[config.mk]
export PLATFORM = sky130hd
export DESIGN_NAME = smf_col_cell
export DESIGN_NICKNAME = d
export VERILOG_FILES = /design/src/hw/rtl/smf_pkg.sv /design/src/hw/rtl/smf_col_cell.sv
export SDC_FILE = /design/constraint.sdc
export NUM_CORES = 1
export LEC_CHECK = 0
export BUFFER_PORTS_ARGS = -buffer_cell sky130_fd_sc_hd__buf_4
export CORE_UTILIZATION = 32
export CTS_CLUSTER_SIZE = 16
export DETAILED_ROUTE_END_ITERATION = 16
export MAX_ROUTING_LAYER = met4
export PLACE_DENSITY = 0.66
export SLEW_MARGIN = 10
export SYNTH_ARGS = -nofsm -noshare
export SYNTH_HDL_FRONTEND = slang
export SYNTH_SLANG_ARGS = --single-unit
[constraint.sdc]
create_clock -name clk -period 0.8 [get_ports clk]
set_input_delay 0.08 -clock clk [delete_from_list [all_inputs] [get_ports clk]]
set_output_delay 0.08 -clock clk [all_outputs]
set_load 0.01 [all_outputs]
[src/hw/rtl/smf_pkg.sv]
// Shared types and constants of the 3x3 smoothing filter.
// No dependencies; every other file of the block imports it.
`timescale 1ns / 1ps

package smf_pkg;

    // Frame limits
    localparam int MAX_WIDTH  = 1024;
    localparam int MAX_HEIGHT = 4096;

    // Field widths
    localparam int PIX_W = 8;
    localparam int COL_W = $clog2(MAX_WIDTH);
    localparam int ROW_W = $clog2(MAX_HEIGHT);
    localparam int SUM_W = 13;                 // 28 * 255 fits
    localparam int PROD_W = 24;

    // Configuration port
    localparam int CFG_IDX_W  = 2;
    localparam int CFG_DATA_W = 13;
    localparam int WIDTH_W    = 11;
    localparam int HEIGHT_W   = 13;
    localparam logic [CFG_IDX_W-1:0] CFG_IMAGE_WIDTH  = 2'd0;
    localparam logic [CFG_IDX_W-1:0] CFG_IMAGE_HEIGHT = 2'd1;
    localparam int RESET_WIDTH  = 640;
    localparam int RESET_HEIGHT = 480;

    // floor(q / 7) = (q * DIV_MULT) >> DIV_SHIFT, exact for q < 5461
    localparam int DIV_MULT  = 4682;
    localparam int DIV_SHIFT = 15;

    // Result slots of one input pixel, in emission order
    localparam int EMIT_CENTER = 0;
    localparam int EMIT_RIGHT  = 1;
    localparam int EMIT_BOTTOM = 2;
    localparam int EMIT_N      = 3;

    typedef logic [PIX_W-1:0] pix_t;
    typedef logic [COL_W-1:0] col_t;
    typedef logic [ROW_W-1:0] row_t;
    typedef logic [SUM_W-1:0] sum_t;

    // One window column: [0] row y-2, [1] row y-1, [2] row y
    typedef pix_t [2:0] win_col_t;

    // Item handed from the filter pipeline to the result emitter
    typedef struct packed {
        logic [EMIT_N-1:0] mask;
        logic              interior;
        logic              fend;
        col_t              x;
        row_t              y;
        sum_t              sum;
    } smf_item_t;

endpackage

[src/hw/rtl/smf_col_cell.sv]
// One column cell of the 3x3 window: holds three pixels, passes them on.
// Depends on smf_pkg.
`timescale 1ns / 1ps

module smf_col_cell
    import smf_pkg::*;
(
    input  logic     clk,
    input  logic     rst_n,
    input  logic     clear,
    input  logic     shift,
    input  win_col_t col_in,
    output win_col_t col_q
);

    win_col_t col_reg;
    win_col_t col_next;

    // Load the neighbor's column on shift, drop everything on restart
    always_comb
    begin
        col_next = col_reg;
        if (clear)
        begin
            col_next = '0;
        end
        else if (shift)
        begin
            col_next = col_in;
        end
    end

    always_ff @(posedge clk or negedge rst_n)
    begin
        if (!rst_n)
        begin
            col_reg <= '0;
        end
        else
        begin
            col_reg <= col_next;
        end
    end

    assign col_q = col_reg;

endmodule

==> metrics <==
status finished, violations left; violated checks DRC, setup timing; register area share after synthesis 60.7%; Clock transition at path regs 0.13 ns; RSZ-0062 raised after global routing true; leakage 0.000867 uW; min-delay worst type in2reg; WL per Instance 14.5 um; library cells used by synthesis 6; critical path buffer and inverter count 1; MaxCap Viol Count 0; WHS 0.00703 ns; Worst IR Drop VDD 0.000705 V; setup slack, reg-to-reg -0.06 ns; Post-route DRC 4; clk sinks 24; number of DRC markers in iteration 0 22; grt ovf 0; CP Cell Sequence buf_6; Die Area 0.00332 sq mm; cell depth of the worst setup path 1; NumNets Final 168; Fmax 1060 MHz; CP endpoint kind output port; number of antenna violations at the first check in global routing 0; Cell Pwr Density 1550 mW/mm^2; placed cell count 156; largest area contributor in the netlist dfrtp_1; wire length of the first global-routing pass 3.86 mm; routed vias 780; Synth area leaders dfrtp_1, mux2i_1, nor2_1, buf_12, buf_6; Starting Density 34.7%; Final Hold Viols 0; clock buffer depth 2; share of cells above drive strength 1 46.0%; RR Endpoint col_q[14]; Syn Area/Cell 12.9 sq um; Hold Crit Depth 3; non-filler cells, final 170; yosys warns 0; placed cell areas 0.00139 sq mm; die span in x 57.6 um; Setup WS pre-CTS 0.0515 ns; CP Max Fanout 2; DR vias/cell 4.59; Placer Congestion 0.680; Tcrit/Tclk final 118%; Largest stage delay, worst path 0.42 ns; largest net degree at the start of global routing 25; worst endpoint required time 0.72 ns; Setup Skew 0 ns; PnR worst setup slack -0.140 ns; Hold Path Sink col_q[22]; Worst Hold Launch col_in[22]; Port Buffer Count 51; post-synthesis instance area 990 sq um; Largest register FFs 24; synthesis-to-finish area growth 63.2%; Core Rows 19; fin. max-slew vios 0; worst r2r src col_q[14]; worst-case reg-to-reg path depth 3; Yosys top cell area share 60.7%; Chip Height 57.6 um; Gate Count Post-Synth 77; crit path DAT 0.86 ns; final-layout fill cell count 253; Slew headroom 79.7%; crit-path leading delay family flip-flops; startpoint types flip-flop; gr usage total 16.1%; Net Count, Synth 105; Core ar. 0.00285 sq mm; Power, Total 2500 uW; Detail Route Antenna Nets 0; CTS tree done; final instance area 0.00162 sq mm; Slowest-stage cell, CP dfrtp_1; # IOs 52; clock latency on the worst-skew pair 0.31 ns; Synth Register Bits 24; Worst Max-Slew Pin Slew 0.305 ns; WL final 2.46 mm; H-tree Lvls 1; Ant. Diodes 0; clk root buf clkbuf_4; 1st-pass router iterations 11; vias in the first global route 829; CTS buffer count 3; Worst Path Class, Setup reg2out; Tmin final 0.940 ns; Final Setup Violations 30
[cells in the final DEF, fill, tap and decap left out]
master	synthesis	final
mux2i_2	0	1
clkbuf_4	0	3
buf_6	1	26
buf_4	0	31
buf_12	2	2
dlygate4sd3_1	0	4
clkbuf_8	0	1
mux2i_1	24	23
dfrtp_1	24	24
nor2_1	24	24
[metrics by stage]
| stage | TNS (ns) | util, % |
|---|---|---|
| after floorplan | 0 | - |
| after global placement | 0 | 48.8 |
| after CTS | -3.50 | 55.4 |
| final | -3.36 | 56.6 |
| after detailed placement | 0 | 48.8 |
| after global routing | -4.74 | 56.6 |
[cells by family (layout without fill, tap and decap cells)]
logic type / Yosys count / after routing / share of synthesized area [%]
muxes: 24 / 24 / 24.3
and+or+nand+nor: 24 / 24 / 9.10
buffers and inverters: 5 / 67 / 5.94
DFF: 24 / 24 / 60.7
[area by class of cell]
class | instances | area (sq um) | share of cell area, %
well taps | 31 | 38.8 | 2.40
multi-input cells | 48 | 334 | 20.7
clock buffers | 4 | 36.3 | 2.25
flip-flops and latches | 24 | 601 | 37.2
repair buffers | 63 | 606 | 37.5
[worst max path at each step]
stage           endpoint  slack (ns)  startpoint
6_report        col_q[5]       -0.14    col_q[5]
5_1_grt        col_q[21]       -0.19   col_q[21]
4_1_cts        col_q[16]       -0.16   col_q[16]
3_5_place_dp   col_q[15]        0.05       shift
3_3_place_gp   col_q[11]        0.08       shift
2_1_floorplan   col_q[0]        0.11    col_q[0]
[repair_timing]
item / 4_1_cts / 5_1_grt
pin swaps: 0 / 2
endpoints found under the setup margin: 24 / 28
setup buffers: 3 / 3
hold buffers: 4 / 0
endpoints found under the hold margin: 27 / 0
resized for setup: 24 / 3
[cell usage after synthesis]
master and count:
dfrtp_1 24, nor2_1 24, clkbuf_1 2, buf_12 2, mux2i_1 24, buf_6 1
[where the power goes]
part | internal, uW | switching, uW | total [uW]
Combinational | 332 | 208 | 541
Clock | 278 | 351 | 630
Sequential | 1280 | 51.1 | 1330
Total | 1890 | 611 | 2500
[routing by layer]
metal	track usage, %	wire (um)
met1	17.3	929
met2	29.4	1410
met3	1.34	75
met4	8.36	45
met5	-	0
(Power assumes the default switching activity.)
