$ cat src/hw/rtl/smf_pkg.sv
// Shared types and constants of the 3x3 smoothing filter.
// No dependencies; every other file of the block imports it.
`timescale 1ns / 1ps

package smf_pkg;

    // Frame limits
    localparam int MAX_WIDTH  = 1024;
    localparam int MAX_HEIGHT = 4096;

    // Field widths
    localparam int PIX_W = 8;
    localparam int COL_W = $clog2(MAX_WIDTH);
    localparam int ROW_W = $clog2(MAX_HEIGHT);
    localparam int SUM_W = 13;                 // 28 * 255 fits
    localparam int PROD_W = 24;

    // Configuration port
    localparam int CFG_IDX_W  = 2;
    localparam int CFG_DATA_W = 13;
    localparam int WIDTH_W    = 11;
    localparam int HEIGHT_W   = 13;
    localparam logic [CFG_IDX_W-1:0] CFG_IMAGE_WIDTH  = 2'd0;
    localparam logic [CFG_IDX_W-1:0] CFG_IMAGE_HEIGHT = 2'd1;
    localparam int RESET_WIDTH  = 640;
    localparam int RESET_HEIGHT = 480;

    // floor(q / 7) = (q * DIV_MULT) >> DIV_SHIFT, exact for q < 5461
    localparam int DIV_MULT  = 4682;
    localparam int DIV_SHIFT = 15;

    // Result slots of one input pixel, in emission order
    localparam int EMIT_CENTER = 0;
    localparam int EMIT_RIGHT  = 1;
    localparam int EMIT_BOTTOM = 2;
    localparam int EMIT_N      = 3;

    typedef logic [PIX_W-1:0] pix_t;
    typedef logic [COL_W-1:0] col_t;
    typedef logic [ROW_W-1:0] row_t;
    typedef logic [SUM_W-1:0] sum_t;

    // One window column: [0] row y-2, [1] row y-1, [2] row y
    typedef pix_t [2:0] win_col_t;

    // Item handed from the filter pipeline to the result emitter
    typedef struct packed {
        logic [EMIT_N-1:0] mask;
        logic              interior;
        logic              fend;
        col_t              x;
        row_t              y;
        sum_t              sum;
    } smf_item_t;

endpackage

$ cat src/hw/rtl/smf_if.sv


interface smf_res_if;
    import smf_pkg::*;
    logic valid;
    logic ready;
    pix_t pixel_out;
    col_t out_column;
    row_t out_row;
    logic run_last;
    logic frame_end;

    modport source (output valid, output pixel_out, output out_column, output out_row,
                    output run_last, output frame_end, input ready);
    modport sink   (input valid, input pixel_out, input out_column, input out_row,
                    input run_last, input frame_end, output ready);
endinterface


$ cat src/hw/rtl/smf_emitter.sv
// Result emitter: scales the window sum and sends the one to three results
// of a pixel, one per request. Depends on smf_pkg and smf_if.
`timescale 1ns / 1ps

module smf_emitter
    import smf_pkg::*;
(
    input  logic        clk,
    input  logic        rst_n,
    input  logic        item_valid,
    input  smf_item_t   item,
    output logic        item_ready,
    smf_res_if.source   res
);

    logic              e_v_reg;
    logic [EMIT_N-1:0] e_mask_reg;
    pix_t              e_pix_reg;
    logic              e_fend_reg;
    col_t              e_x_reg;
    row_t              e_y_reg;

    logic [PROD_W-1:0] prod;
    pix_t              quot;
    logic              single;
    logic              fire;
    logic              load;

    // Divide by 28: drop two bits, then multiply by the reciprocal of 7
    assign prod = PROD_W'(item.sum[SUM_W-1:2]) * PROD_W'(DIV_MULT);
    assign quot = prod[DIV_SHIFT +: PIX_W];

    assign single     = (e_mask_reg & (e_mask_reg - 1'b1)) == '0;
    assign fire       = e_v_reg && res.ready;
    assign item_ready = !e_v_reg || (res.ready && single);
    assign load       = item_valid && item_ready && (item.mask != '0);

    // Hold the item until its last result is taken
    always_ff @(posedge clk or negedge rst_n)
    begin
        if (!rst_n)
        begin
            e_v_reg    <= 1'b0;
            e_mask_reg <= '0;
        end
        else if (load)
        begin
            e_v_reg    <= 1'b1;
            e_mask_reg <= item.mask;
        end
        else if (fire)
        begin
            e_mask_reg <= e_mask_reg & (e_mask_reg - 1'b1);
            if (single)
            begin
                e_v_reg <= 1'b0;
            end
        end
    end

    always_ff @(posedge clk)
    begin
        if (load)
        begin
            e_pix_reg  <= item.interior ? quot : '0;
            e_fend_reg <= item.fend;
            e_x_reg    <= item.x;
            e_y_reg    <= item.y;
        end
    end

    // Present the lowest pending result
    always_comb
    begin
        res.valid     = e_v_reg;
        res.run_last  = single;
        res.pixel_out = '0;
        res.frame_end = 1'b0;
        priority if (e_mask_reg[EMIT_CENTER])
        begin
            res.pixel_out  = e_pix_reg;
            res.out_column = e_x_reg - 1'b1;
            res.out_row    = e_y_reg - 1'b1;
        end
        else if (e_mask_reg[EMIT_RIGHT])
        begin
            res.out_column = e_x_reg;
            res.out_row    = e_y_reg - 1'b1;
        end
        else
        begin
            res.out_column = e_x_reg;
            res.out_row    = e_y_reg;
            res.frame_end  = e_fend_reg;
        end
    end

endmodule

$ cat src/flat_wrapper.sv
// flat-port wrapper written by rule: the top's interface ports become plain ports
module smf_emitter_flat import smf_pkg::*;
  (clk, rst_n, item_valid, item, item_ready, res_valid, res_pixel_out, res_out_column, res_out_row, res_run_last, res_frame_end, res_ready);
  smf_res_if res_i ();
  input  logic clk;
  input  logic rst_n;
  input  logic item_valid;
  input  smf_item_t item;
  output logic item_ready;
  output wire logic [$bits(res_i.valid)-1:0] res_valid;
  output wire logic [$bits(res_i.pixel_out)-1:0] res_pixel_out;
  output wire logic [$bits(res_i.out_column)-1:0] res_out_column;
  output wire logic [$bits(res_i.out_row)-1:0] res_out_row;
  output wire logic [$bits(res_i.run_last)-1:0] res_run_last;
  output wire logic [$bits(res_i.frame_end)-1:0] res_frame_end;
  input wire logic [$bits(res_i.ready)-1:0] res_ready;
  assign res_valid = res_i.valid;
  assign res_pixel_out = res_i.pixel_out;
  assign res_out_column = res_i.out_column;
  assign res_out_row = res_i.out_row;
  assign res_run_last = res_i.run_last;
  assign res_frame_end = res_i.frame_end;
  assign res_i.ready = res_ready;
  smf_emitter u_core (.clk(clk), .rst_n(rst_n), .item_valid(item_valid), .item(item), .item_ready(item_ready), .res(res_i));
endmodule
$ cat config.mk
export PLATFORM = sky130hd
export DESIGN_NAME = smf_emitter_flat
export DESIGN_NICKNAME = d
export VERILOG_FILES = /design/src/hw/rtl/smf_pkg.sv /design/src/hw/rtl/smf_if.sv /design/src/hw/rtl/smf_emitter.sv /design/src/flat_wrapper.sv
export SDC_FILE = /design/constraint.sdc
export NUM_CORES = 1
export LEC_CHECK = 0
export ABC_CLOCK_PERIOD_IN_PS = 3950
export BUFFER_PORTS_ARGS = -buffer_cell sky130_fd_sc_hd__buf_4
export CAP_MARGIN = 25
export CELL_PAD_IN_SITES_DETAIL_PLACEMENT = 1
export CELL_PAD_IN_SITES_GLOBAL_PLACEMENT = 2
export CORE_MARGIN = 3
export CORE_UTILIZATION = 34
export CTS_CLUSTER_SIZE = 25
export DETAILED_ROUTE_END_ITERATION = 16
export PLACE_DENSITY = 0.87
export SLEW_MARGIN = 20
export SYNTH_ARGS = -nofsm -noshare
export SYNTH_HDL_FRONTEND = slang
export SYNTH_SLANG_ARGS = --single-unit
$ cat constraint.sdc
create_clock -name clk -period 3.95 [get_ports clk]
set_clock_uncertainty 0.2 [all_clocks]
set_input_delay 0.5925 -clock clk [delete_from_list [all_inputs] [get_ports clk]]
set_output_delay 0.5925 -clock clk [all_outputs]
set_load 0.1 [all_outputs]
==> results.cfg, run 1 <==
[global_route]
grt_antenna_before_repair = 0
grt_pass1_vias = 3092
grtUsageTotal_pct = 16.8
grtUsageMet2_pct = 32.2
grt_pass1_wl_um = 15100
grt_overflow = 0
grt_max_degree = 32
grt-busiest-layer = met2
use_met3_pct = 2.14
grt_util_met1_pct = 19.5

[drt]
wirelength_um = 9430
drtAntennaViolNets = 0
drt_iter0_drc = 109
route.detailed.drc = 0
wl_per_cell_um = 16.6
vias = 2843
via_per_inst = 5.01
drt-pass1-iter-count = 4

[timing]
setup_viol = 0
maxSlewViolCount = 0
fin_ws_ns = 0.0419
hold_viol_final = 0
grt_setup_unrepaired = true
slew_headroom_pct = 62.3
timing.hold.ws_ns = 0.273
fin_crit_sh_pct = 98.9
min_period_ns = 3.91
worstMarginPinSlew_ns = 0.560
fmaxAchievable_mhz = 256

[run]
drv_cap = 0

[synth]
syn_inst = 325
synthArstFlopShare_pct = 11.4
ys_dominant_reg_cell = edfxtp_1
synth_cell_types = 42
netlist_area_sq_um = 3360
syn_nets = 448
synthTopCellsByArea = edfxtp_1, ha_1, fa_1
yosysWarnings = 0
yosys.area.top_type_share_pct = 27.7
syn_area_per_cell_sq_um = 10.3
synth_edf_count = 31
ys_seq_elements = 35
synth.largest_area_cell = edfxtp_1
ys_seq_area_share_pct = 30.7

[pwr]
p_clk_share_pct = 13.0
seqPwrFrac_pct = 20.0
p_sw_w = 0.00120
power_w = 0.00249
intPower_w = 0.00128
ir_drop_mv = 0.235
swShare_pct = 48.4
p_leak_nw = 2.20
powerDensity_nw_per_um2 = 524
p_comb_share_pct = 67.0

[finish]
nets = 561
largest_reg_flops = 12
antenna_cells = 0
final-seq-area_sq_um = 1030
fillCellCount = 1076
area_growth_pct = 41.3
fin_util_pct = 50.4
design_area_sq_um = 4750
layout-drive-gt1-share_pct = 36.2
multiInputGateArea_sq_um = 2470

[setup_path]
critPathArrivalTime_ns = 3.83
crit_path_end_kind = flip-flop
worst_setup_path_start_kind = input pin
required_ns = 3.88
path_max_fanout = 5
r2r_end = u_core.e_x_reg[2]
worstReg2RegStart = u_core.e_mask_reg[0]
path_class = input pin to flip-flop
r2r_cells = 6
rrSetupSlack_ns = 1.49

[cts]
root_buffer = clkbuf_8
cts_tree = yes
clock_latency_ns = 0.28
clockBufferDepth = 2
htree_num_levels = 2
clkSinkCount = 35
numCtsBuffers = 5
clk_pin_slew_ns = 0.08

[placement]
io_buffers = 75
routabilityCongestion = 0.769
placed_area_sq_um = 4340
dpl.hpwl_um = 7390
pre_cts_slack_ns = -0.424

[hold_path]
min-delay-start = item[24]
min_to = u_core.e_y_reg[11]
min_delay_path_depth = 1
hold_class = input pin to flip-flop

[floorplanning]
coreArea_sq_um = 9420
start_util_pct = 35.7
die_x_um = 105
die_area_sq_um = 11100
dieHeight_um = 105
pin_count = 78
row_count = 35

[outcome]
status = finished, final reports clean
## power groups by stage
stage | Combinational [W] | Clock (W) | Sequential (W)
2_1_floorplan | 0.000970 | 0 | 0.000509
6_report | 0.00167 | 0.000324 | 0.000497
4_1_cts | 0.00152 | 0.000332 | 0.000498
3_3_place_gp | 0.00136 | 0 | 0.000502
5_1_grt | 0.00181 | 0.000340 | 0.000503
3_5_place_dp | 0.00140 | 0 | 0.000505
## worst max-delay path, stage by stage
cell and delay, ns:
buf_6 0.10, ha_4 0.15, fa_1 0.49, fa_2 0.59
fa_1 0.45, ha_4 0.19, ha_4 0.27, and4_4 0.25
nand2_1 0.11, o41ai_4 0.37, mux2i_1 0.27
## cell usage after synthesis (2+ instances only)
cell type  count
ha_1          64
inv_1         38
edfxtp_1      31
nand2_1       20
fa_1          15
xor2_1        14
a21oi_1       13
nand3_1       11
nor2_1        11
and2_1        10
o21ai_1        9
nor3_1         8
xnor2_1        8
a21o_1         6
o211ai_1       6
o21ai_0        6
mux2i_1        5
nand2b_1       5
nor4_1         5
a211oi_1       4
dfrtp_1        4
and3_1         3
nand4_1        3
a211o_1        2
a31oi_1        2
a32o_1         2
buf_2          2
clkbuf_1       2
o21a_1         2
o21bai_1       2
## cell families after synthesis
kind of cell	count (synthesis)	share of synthesized area (%)
AND/OR/NAND/NOR	82	12.9
AO/OA/AOI/OAI	59	11.4
flip-flops	35	30.7
adder cells (fa/ha/maj)	80	33.1
multiplexers	5	1.49
XOR/XNOR	22	5.73
buffers and inverters	42	4.77
## worst max-delay path by stage
| stage | from | endpoint | slack, ns | cells past startpoint |
|---|---|---|---|---|
| detailed placement | item[10] | u_core.e_pix_reg[7] | -0.42 | 12 |
| global placement | item[10] | u_core.e_pix_reg[4] | -0.34 | 12 |
| CTS | item[9] | u_core.e_pix_reg[0] | 0.001 | 15 |
| finish | item[12] | u_core.e_pix_reg[6] | 0.04 | 11 |
| global route | item[12] | u_core.e_pix_reg[6] | -0.04 | 11 |
| floorplan | item[10] | u_core.e_pix_reg[1] | 0.001 | 11 |
## area by class of cell
type	count	share of cell area, %
multi-input cells	248	51.9
flip-flops and latches	35	21.7
repair buffers	110	17.6
well taps	129	3.40
inverters	38	3.00
clock buffers	5	1.45
clock inverters	3	0.922
## layer usage
layer	wire length (um)	vias to the layer above	share of wire, %
met5	0	-	0
met4	154	0	1.6
met3	411	15	4.4
met2	5060	74	54
met1	3800	1354	40
li1	-	1400	-
## placed cells by master (no fill, tap or decap), types with 6 or more instances in the layout
master / Yosys / final
buf_4: 0 / 107
ha_1: 64 / 53
inv_1: 38 / 38
edfxtp_1: 31 / 31
nand2_1: 20 / 19
xor2_1: 14 / 14
fa_1: 15 / 13
ha_4: 0 / 11
nor2_1: 11 / 10
nand3_1: 11 / 10
and2_1: 10 / 10
xnor2_1: 8 / 8
nor3_1: 8 / 7
a21oi_1: 13 / 7
a21oi_2: 0 / 6
o211ai_1: 6 / 6
a21o_1: 6 / 6
o21ai_0: 6 / 6
## repair_timing
item                       CTS  global route
setup buffers                0             1
gates cloned                 0             0
setup endpoints to repair    7             7
gates resized for setup     19            23
hold endpoints to repair     4             0
hold buffers                 1             0
pin swaps                   11            12
## metrics by stage
stage | setup TNS [ns] | cells
final | 0 | 568
after CTS | 0 | 567
after floorplan | 0 | 325
after global routing | -0.0496 | 568
after detailed placement | -2.77 | 558
after global placement | -2.21 | 558
Note: power is estimated with default switching activity, not from simulation.
==> run 2: changes to the inputs <==
==> constraint.sdc (replaced) <==
create_clock -name clk -period 3.95 [get_ports clk]
set_clock_uncertainty 0.2 [all_clocks]
set_input_delay 0.395 -clock clk [delete_from_list [all_inputs] [get_ports clk]]
set_output_delay 0.395 -clock clk [all_outputs]
set_load 0.01 [all_outputs]
==> run 2 against run 1 <==
Power fell by 30%. Non-clock buffer count down 17. Sequential share of layout area grew 2.0 points. Global-route usage decreased by 1.6 points. Register-to-register slack worse by 0.34 ns. Count of clock-buffer cells in the layout is 1 higher. Utilization decreased by 4.2 points. Critical endpoint is now u_core.e_pix_reg[7]. Highest routed layer unchanged.
==> results.cfg, run 2 (synthesized netlist as in run 1, its figures left out) <==
[drt]
wl_per_cell_um = 14.8
wirelength_um = 8130
via_per_inst = 4.96
drt_iter0_drc = 62
route.detailed.drc = 0
drt-pass1-iter-count = 4
vias = 2734
drtAntennaViolNets = 0

[setup_path]
crit_slowest_cell = fa_2
crit_path_end_kind = flip-flop
critPathArrivalTime_ns = 3.60
required_ns = 3.77
slowest_delay_ns = 0.54
path_max_fanout = 6
path_class = input pin to flip-flop
worst_setup_path_start_kind = input pin
crit_path_cell_trace = buf_4 -> ha_1 -> fa_2 -> fa_1 -> fa_1 -> ha_1 -> ha_1 -> buf_4 -> a21oi_1 -> o211ai_1 -> a21oi_1 -> buf_4 -> a21o_1 -> a31oi_1

[pwr]
powerDensity_nw_per_um2 = 399
ir_drop_mv = 0.125
p_leak_nw = 2.06

[run]
drv_cap = 0

[timing]
min_period_ns = 3.78
hold_viol_final = 0
worstMarginPinSlew_ns = 0.532
fmaxAchievable_mhz = 264
slew_headroom_pct = 64.6
setup_viol = 0
fin_ws_ns = 0.168
maxSlewViolCount = 0
grt_setup_unrepaired = false
fin_crit_sh_pct = 95.8

[cts]
numCtsBuffers = 5
clk_pin_slew_ns = 0.06
clkSinkCount = 35
htree_num_levels = 2
cts_tree = yes
clockBufferDepth = 2
root_buffer = clkbuf_8
cts_setup_buffers = 0
clock_latency_ns = 0.28

[finish]
fillCellCount = 1087
layout-drive-gt1-share_pct = 26.8
final_common_cell = buf_4
mostFrequentLayoutCells = buf_4, ha_1, inv_1
final_cells = 551
final-seq-area_sq_um = 1030
largest_reg_flops = 12
area_growth_pct = 29.5
nets = 544
antenna_cells = 0
multiInputGateArea_sq_um = 2240

[placement]
dp_cells = 542
pre_cts_slack_ns = -0.233
routabilityCongestion = 0.760
dpl.hpwl_um = 7040
io_buffers = 75

[global_route]
grt_overflow = 0
grt_pass1_wl_um = 13900
grt_max_degree = 27
grt_pass1_vias = 2977
grtUsageTotal_pct = 15.1
grt_antenna_before_repair = 0

[outcome]
status = finished, final reports clean

[floorplanning]
die_x_um = 105
pin_count = 78
row_count = 35
dieHeight_um = 105
coreArea_sq_um = 9420
start_util_pct = 35.7
die_area_sq_um = 11100

[hold_path]
hold_class = input pin to flip-flop
-- run 2: changes by cell type in the layout (fill, tap and decap cells not counted), moves of 2 or more --
cell and delta:
buf_4 -15, ha_1 +10, ha_4 -10, a21oi_1 +4
a21oi_2 -4, a211oi_1 +3, a211oi_2 -3, o21ai_1 +3
buf_6 -2, clkinv_1 +2, o21ai_4 -2
-- run 2: metrics by stage --
stage | total power (W) | instance area [sq um] | hold slack (ns) | TNS, ns | utilization [%]
finish | 0.00174 | 4350 | 0.0889 | 0 | 46.2
detailed placement | 0.00146 | 4200 | -0.00257 | -1.38 | 44.6
floorplan | 0.00110 | 3360 | -0.101 | 0 | -
CTS | 0.00171 | 4290 | 0.0780 | 0 | 45.5
global placement | 0.00143 | 4200 | -0.00361 | -1.06 | 44.6
global route | 0.00192 | 4350 | 0.0745 | 0 | 46.2
-- run 2: layout make-up --
class                   count  area share, %
clock buffers               6           1.67
clock inverters             2          0.172
inverters                  38           3.28
multi-input cells         248           51.4
flip-flops and latches     35           23.7
well taps                 129           3.71
repair buffers             93           16.1
-- run 2: power by group --
part | internal, W | switching [W] | leakage (nW)
Clock | 0.000120 | 0.000114 | 0.0403
Combinational | 0.000467 | 0.000532 | 1.68
Sequential | 0.000468 | 0.0000362 | 0.342
-- run 2: what timing repair did --
| action | in CTS | in global routing |
|---|---|---|
| setup endpoints to repair | 0 | 6 |
| hold endpoints to repair | 4 | 0 |
| hold buffers | 1 | 0 |
| resized for setup | 0 | 13 |
-- run 2: metal layers --
layer  track usage (%)  share of wire, %  vias to the layer above
met5                 0                 0                        -
met4              3.37              0.90                        0
met3              1.90               4.0                        6
met2              27.6                50                       66
met1              18.9                45                     1299
li1                  -                 -                     1363
-- run 2: worst max-delay path, delay by kind of cell --
family          cells  cell delay, ns
buf+inv             3            0.42
compound gates      5            0.59
fa+ha+maj           6            2.19
-- run 2: worst paths after layout --
path	startpoint	endpoint	slack, ns	cells past startpoint
setup / recovery	item[10]	u_core.e_pix_reg[7]	0.17	14
hold / removal	item[17]	u_core.e_y_reg[4]	0.09	1
setup reg to reg	u_core.e_mask_reg[0]	u_core.e_pix_reg[7]	1.15	5
hold reg to reg	u_core.e_mask_reg[2]	u_core.e_mask_reg[2]	0.35	1
max in group asynchronous	rst_n	u_core.e_mask_reg[2]	3.16	2
min in group asynchronous	rst_n	u_core.res.valid	0.28	2
==> run 3: changes to the inputs <==
- MAX_ROUTING_LAYER: unset -> met4
==> run 3 against run 2 <==
Register-to-register slack about the same. First-iteration DRC count increased by 9.7%. Cell count unchanged. Fmax about the same. Global-route usage increased by 0.42 points. Combinational power about the same. Power about the same. Largest power group unchanged.
==> results.cfg, run 3 (synthesized netlist as in run 1, its figures left out) <==
[outcome]
status = finished, final reports clean

[global_route]
grt_pass1_wl_um = 13900
grt_util_met1_pct = 19.0
grtUsageMet2_pct = 27.6
grt_max_degree = 27
grt-busiest-layer = met2
grt_antenna_before_repair = 0
grtUsageTotal_pct = 15.6
grt_pass1_vias = 2973
grt_overflow = 0
use_met3_pct = 1.90

[setup_path]
worstReg2RegStart = u_core.e_mask_reg[0]
path_class = input pin to flip-flop
crit_buf_inv = 3
r2r_cells = 5
crit_path_cell_trace = buf_4 -> ha_1 -> fa_2 -> fa_1 -> fa_1 -> ha_1 -> ha_1 -> buf_4 -> a21oi_1 -> o211ai_1 -> a21oi_1 -> buf_4 -> a21o_1 -> a31oi_1
path_max_fanout = 6
slowest_delay_ns = 0.54
crit_slowest_cell = fa_2
worst_setup_path_start_kind = input pin
required_ns = 3.77
cp_top_family = adder cells
critPathArrivalTime_ns = 3.60
r2r_end = u_core.e_pix_reg[7]
crit_path_end_kind = flip-flop
rrSetupSlack_ns = 1.15

[cts]
clockBufferDepth = 2
root_buffer = clkbuf_8
cts_setup_buffers = 0
numCtsBuffers = 5
clock_latency_ns = 0.28
cts_tree = yes
clkSinkCount = 35
htree_num_levels = 2
clk_pin_slew_ns = 0.06

[timing]
worstMarginPinSlew_ns = 0.532
fmaxAchievable_mhz = 264
grt_setup_unrepaired = false
min_period_ns = 3.78
fin_ws_ns = 0.168
setup_viol = 0
maxSlewViolCount = 0
hold_viol_final = 0
slew_headroom_pct = 64.6
timing.hold.ws_ns = 0.0886
fin_crit_sh_pct = 95.7

[pwr]
powerDensity_nw_per_um2 = 399
p_clk_share_pct = 13.5
seqPwrFrac_pct = 29.0
ir_drop_mv = 0.125
p_comb_share_pct = 57.5
p_sw_w = 0.000682
p_leak_nw = 2.06
swShare_pct = 39.3
intPower_w = 0.00106

[drt]
drt-pass1-iter-count = 4
drtAntennaViolNets = 0
route.detailed.drc = 0
drt_iter0_drc = 68
wl_per_cell_um = 14.8
via_per_inst = 4.96
wirelength_um = 8130
vias = 2732

[placement]
dpl.hpwl_um = 7040
pre_cts_slack_ns = -0.233
routabilityCongestion = 0.770
placed_area_sq_um = 4200
dp_cells = 542
io_buffers = 75

[hold_path]
min_to = u_core.e_y_reg[4]
min_delay_path_depth = 1
min-delay-start = item[17]
hold_class = input pin to flip-flop

[finish]
mostFrequentLayoutCells = buf_4, ha_1, inv_1
antenna_cells = 0
area_growth_pct = 29.5
fillCellCount = 1087
layout-drive-gt1-share_pct = 26.8
final_common_cell = buf_4
largest_reg_flops = 12
fin_util_pct = 46.2
final_cells = 551
nets = 544
design_area_sq_um = 4350

[floorplanning]
row_count = 35
pin_count = 78
start_util_pct = 35.7
dieHeight_um = 105
coreArea_sq_um = 9420
die_area_sq_um = 11100
die_x_um = 105

[run]
drv_cap = 0
-- run 3: cell counts in the layout (fill, tap and decap cells not counted) --
No cell type changed its count.
-- run 3: layout make-up --
| cell class | instances | area (sq um) | area share (%) |
|---|---|---|---|
| Clock inverter | 2 | 7.51 | 0.172 |
| Tap cell | 129 | 161 | 3.71 |
| Timing Repair Buffer | 93 | 701 | 16.1 |
| Inverter | 38 | 143 | 3.28 |
| Sequential cell | 35 | 1030 | 23.7 |
| Clock buffer | 6 | 72.6 | 1.67 |
| Multi-Input combinational cell | 248 | 2240 | 51.4 |
-- run 3: what timing repair did --
item                                    4_1_cts  5_1_grt
endpoints found under the setup margin        0        6
resized for setup                             0       13
endpoints found under the hold margin         4        0
hold buffers                                  1        0
-- run 3: per-layer routing --
metal  wire length [um]  vias up
li1                   -     1363
met1               3660     1297
met2               4070       66
met3                329        6
met4                 74        0
met5                  0        -
-- run 3: through the flow --
stage               setup TNS (ns)  total power, W
global placement             -1.06         0.00143
detailed placement           -1.38         0.00146
floorplan                        0         0.00110
finish                           0         0.00174
global route                     0         0.00192
CTS                              0         0.00171
-- run 3: worst register-to-register path: cells and delay by family (launching register included) --
| family | cells | cell delay, ns |
|---|---|---|
| simple gates | 2 | 0.64 |
| buf+inv | 1 | 0.39 |
| compound gates | 1 | 0.21 |
| fa+ha+maj | 1 | 0.44 |
| flops | 1 | 0.58 |
-- run 3: how the worst max path moves through the flow --
stage | startpoint | to | slack (ns) | cells past startpoint
2_1_floorplan | item[10] | u_core.e_pix_reg[6] | 0.15 | 10
3_3_place_gp | item[10] | u_core.e_pix_reg[6] | -0.19 | 12
3_5_place_dp | item[10] | u_core.e_pix_reg[7] | -0.23 | 12
4_1_cts | item[10] | u_core.e_pix_reg[7] | 0.04 | 12
5_1_grt | item[10] | u_core.e_pix_reg[7] | 0.005 | 14
6_report | item[10] | u_core.e_pix_reg[7] | 0.17 | 14
-- run 3: power groups by stage --
| stage | Combinational, W | Sequential [W] | Clock [W] |
|---|---|---|---|
| floorplan | 0.000598 | 0.000498 | 0 |
| global placement | 0.000924 | 0.000511 | 0 |
| detailed placement | 0.000944 | 0.000513 | 0 |
| CTS | 0.000957 | 0.000505 | 0.000245 |
| global route | 0.00115 | 0.000512 | 0.000259 |
| finish | 0.000999 | 0.000505 | 0.000234 |
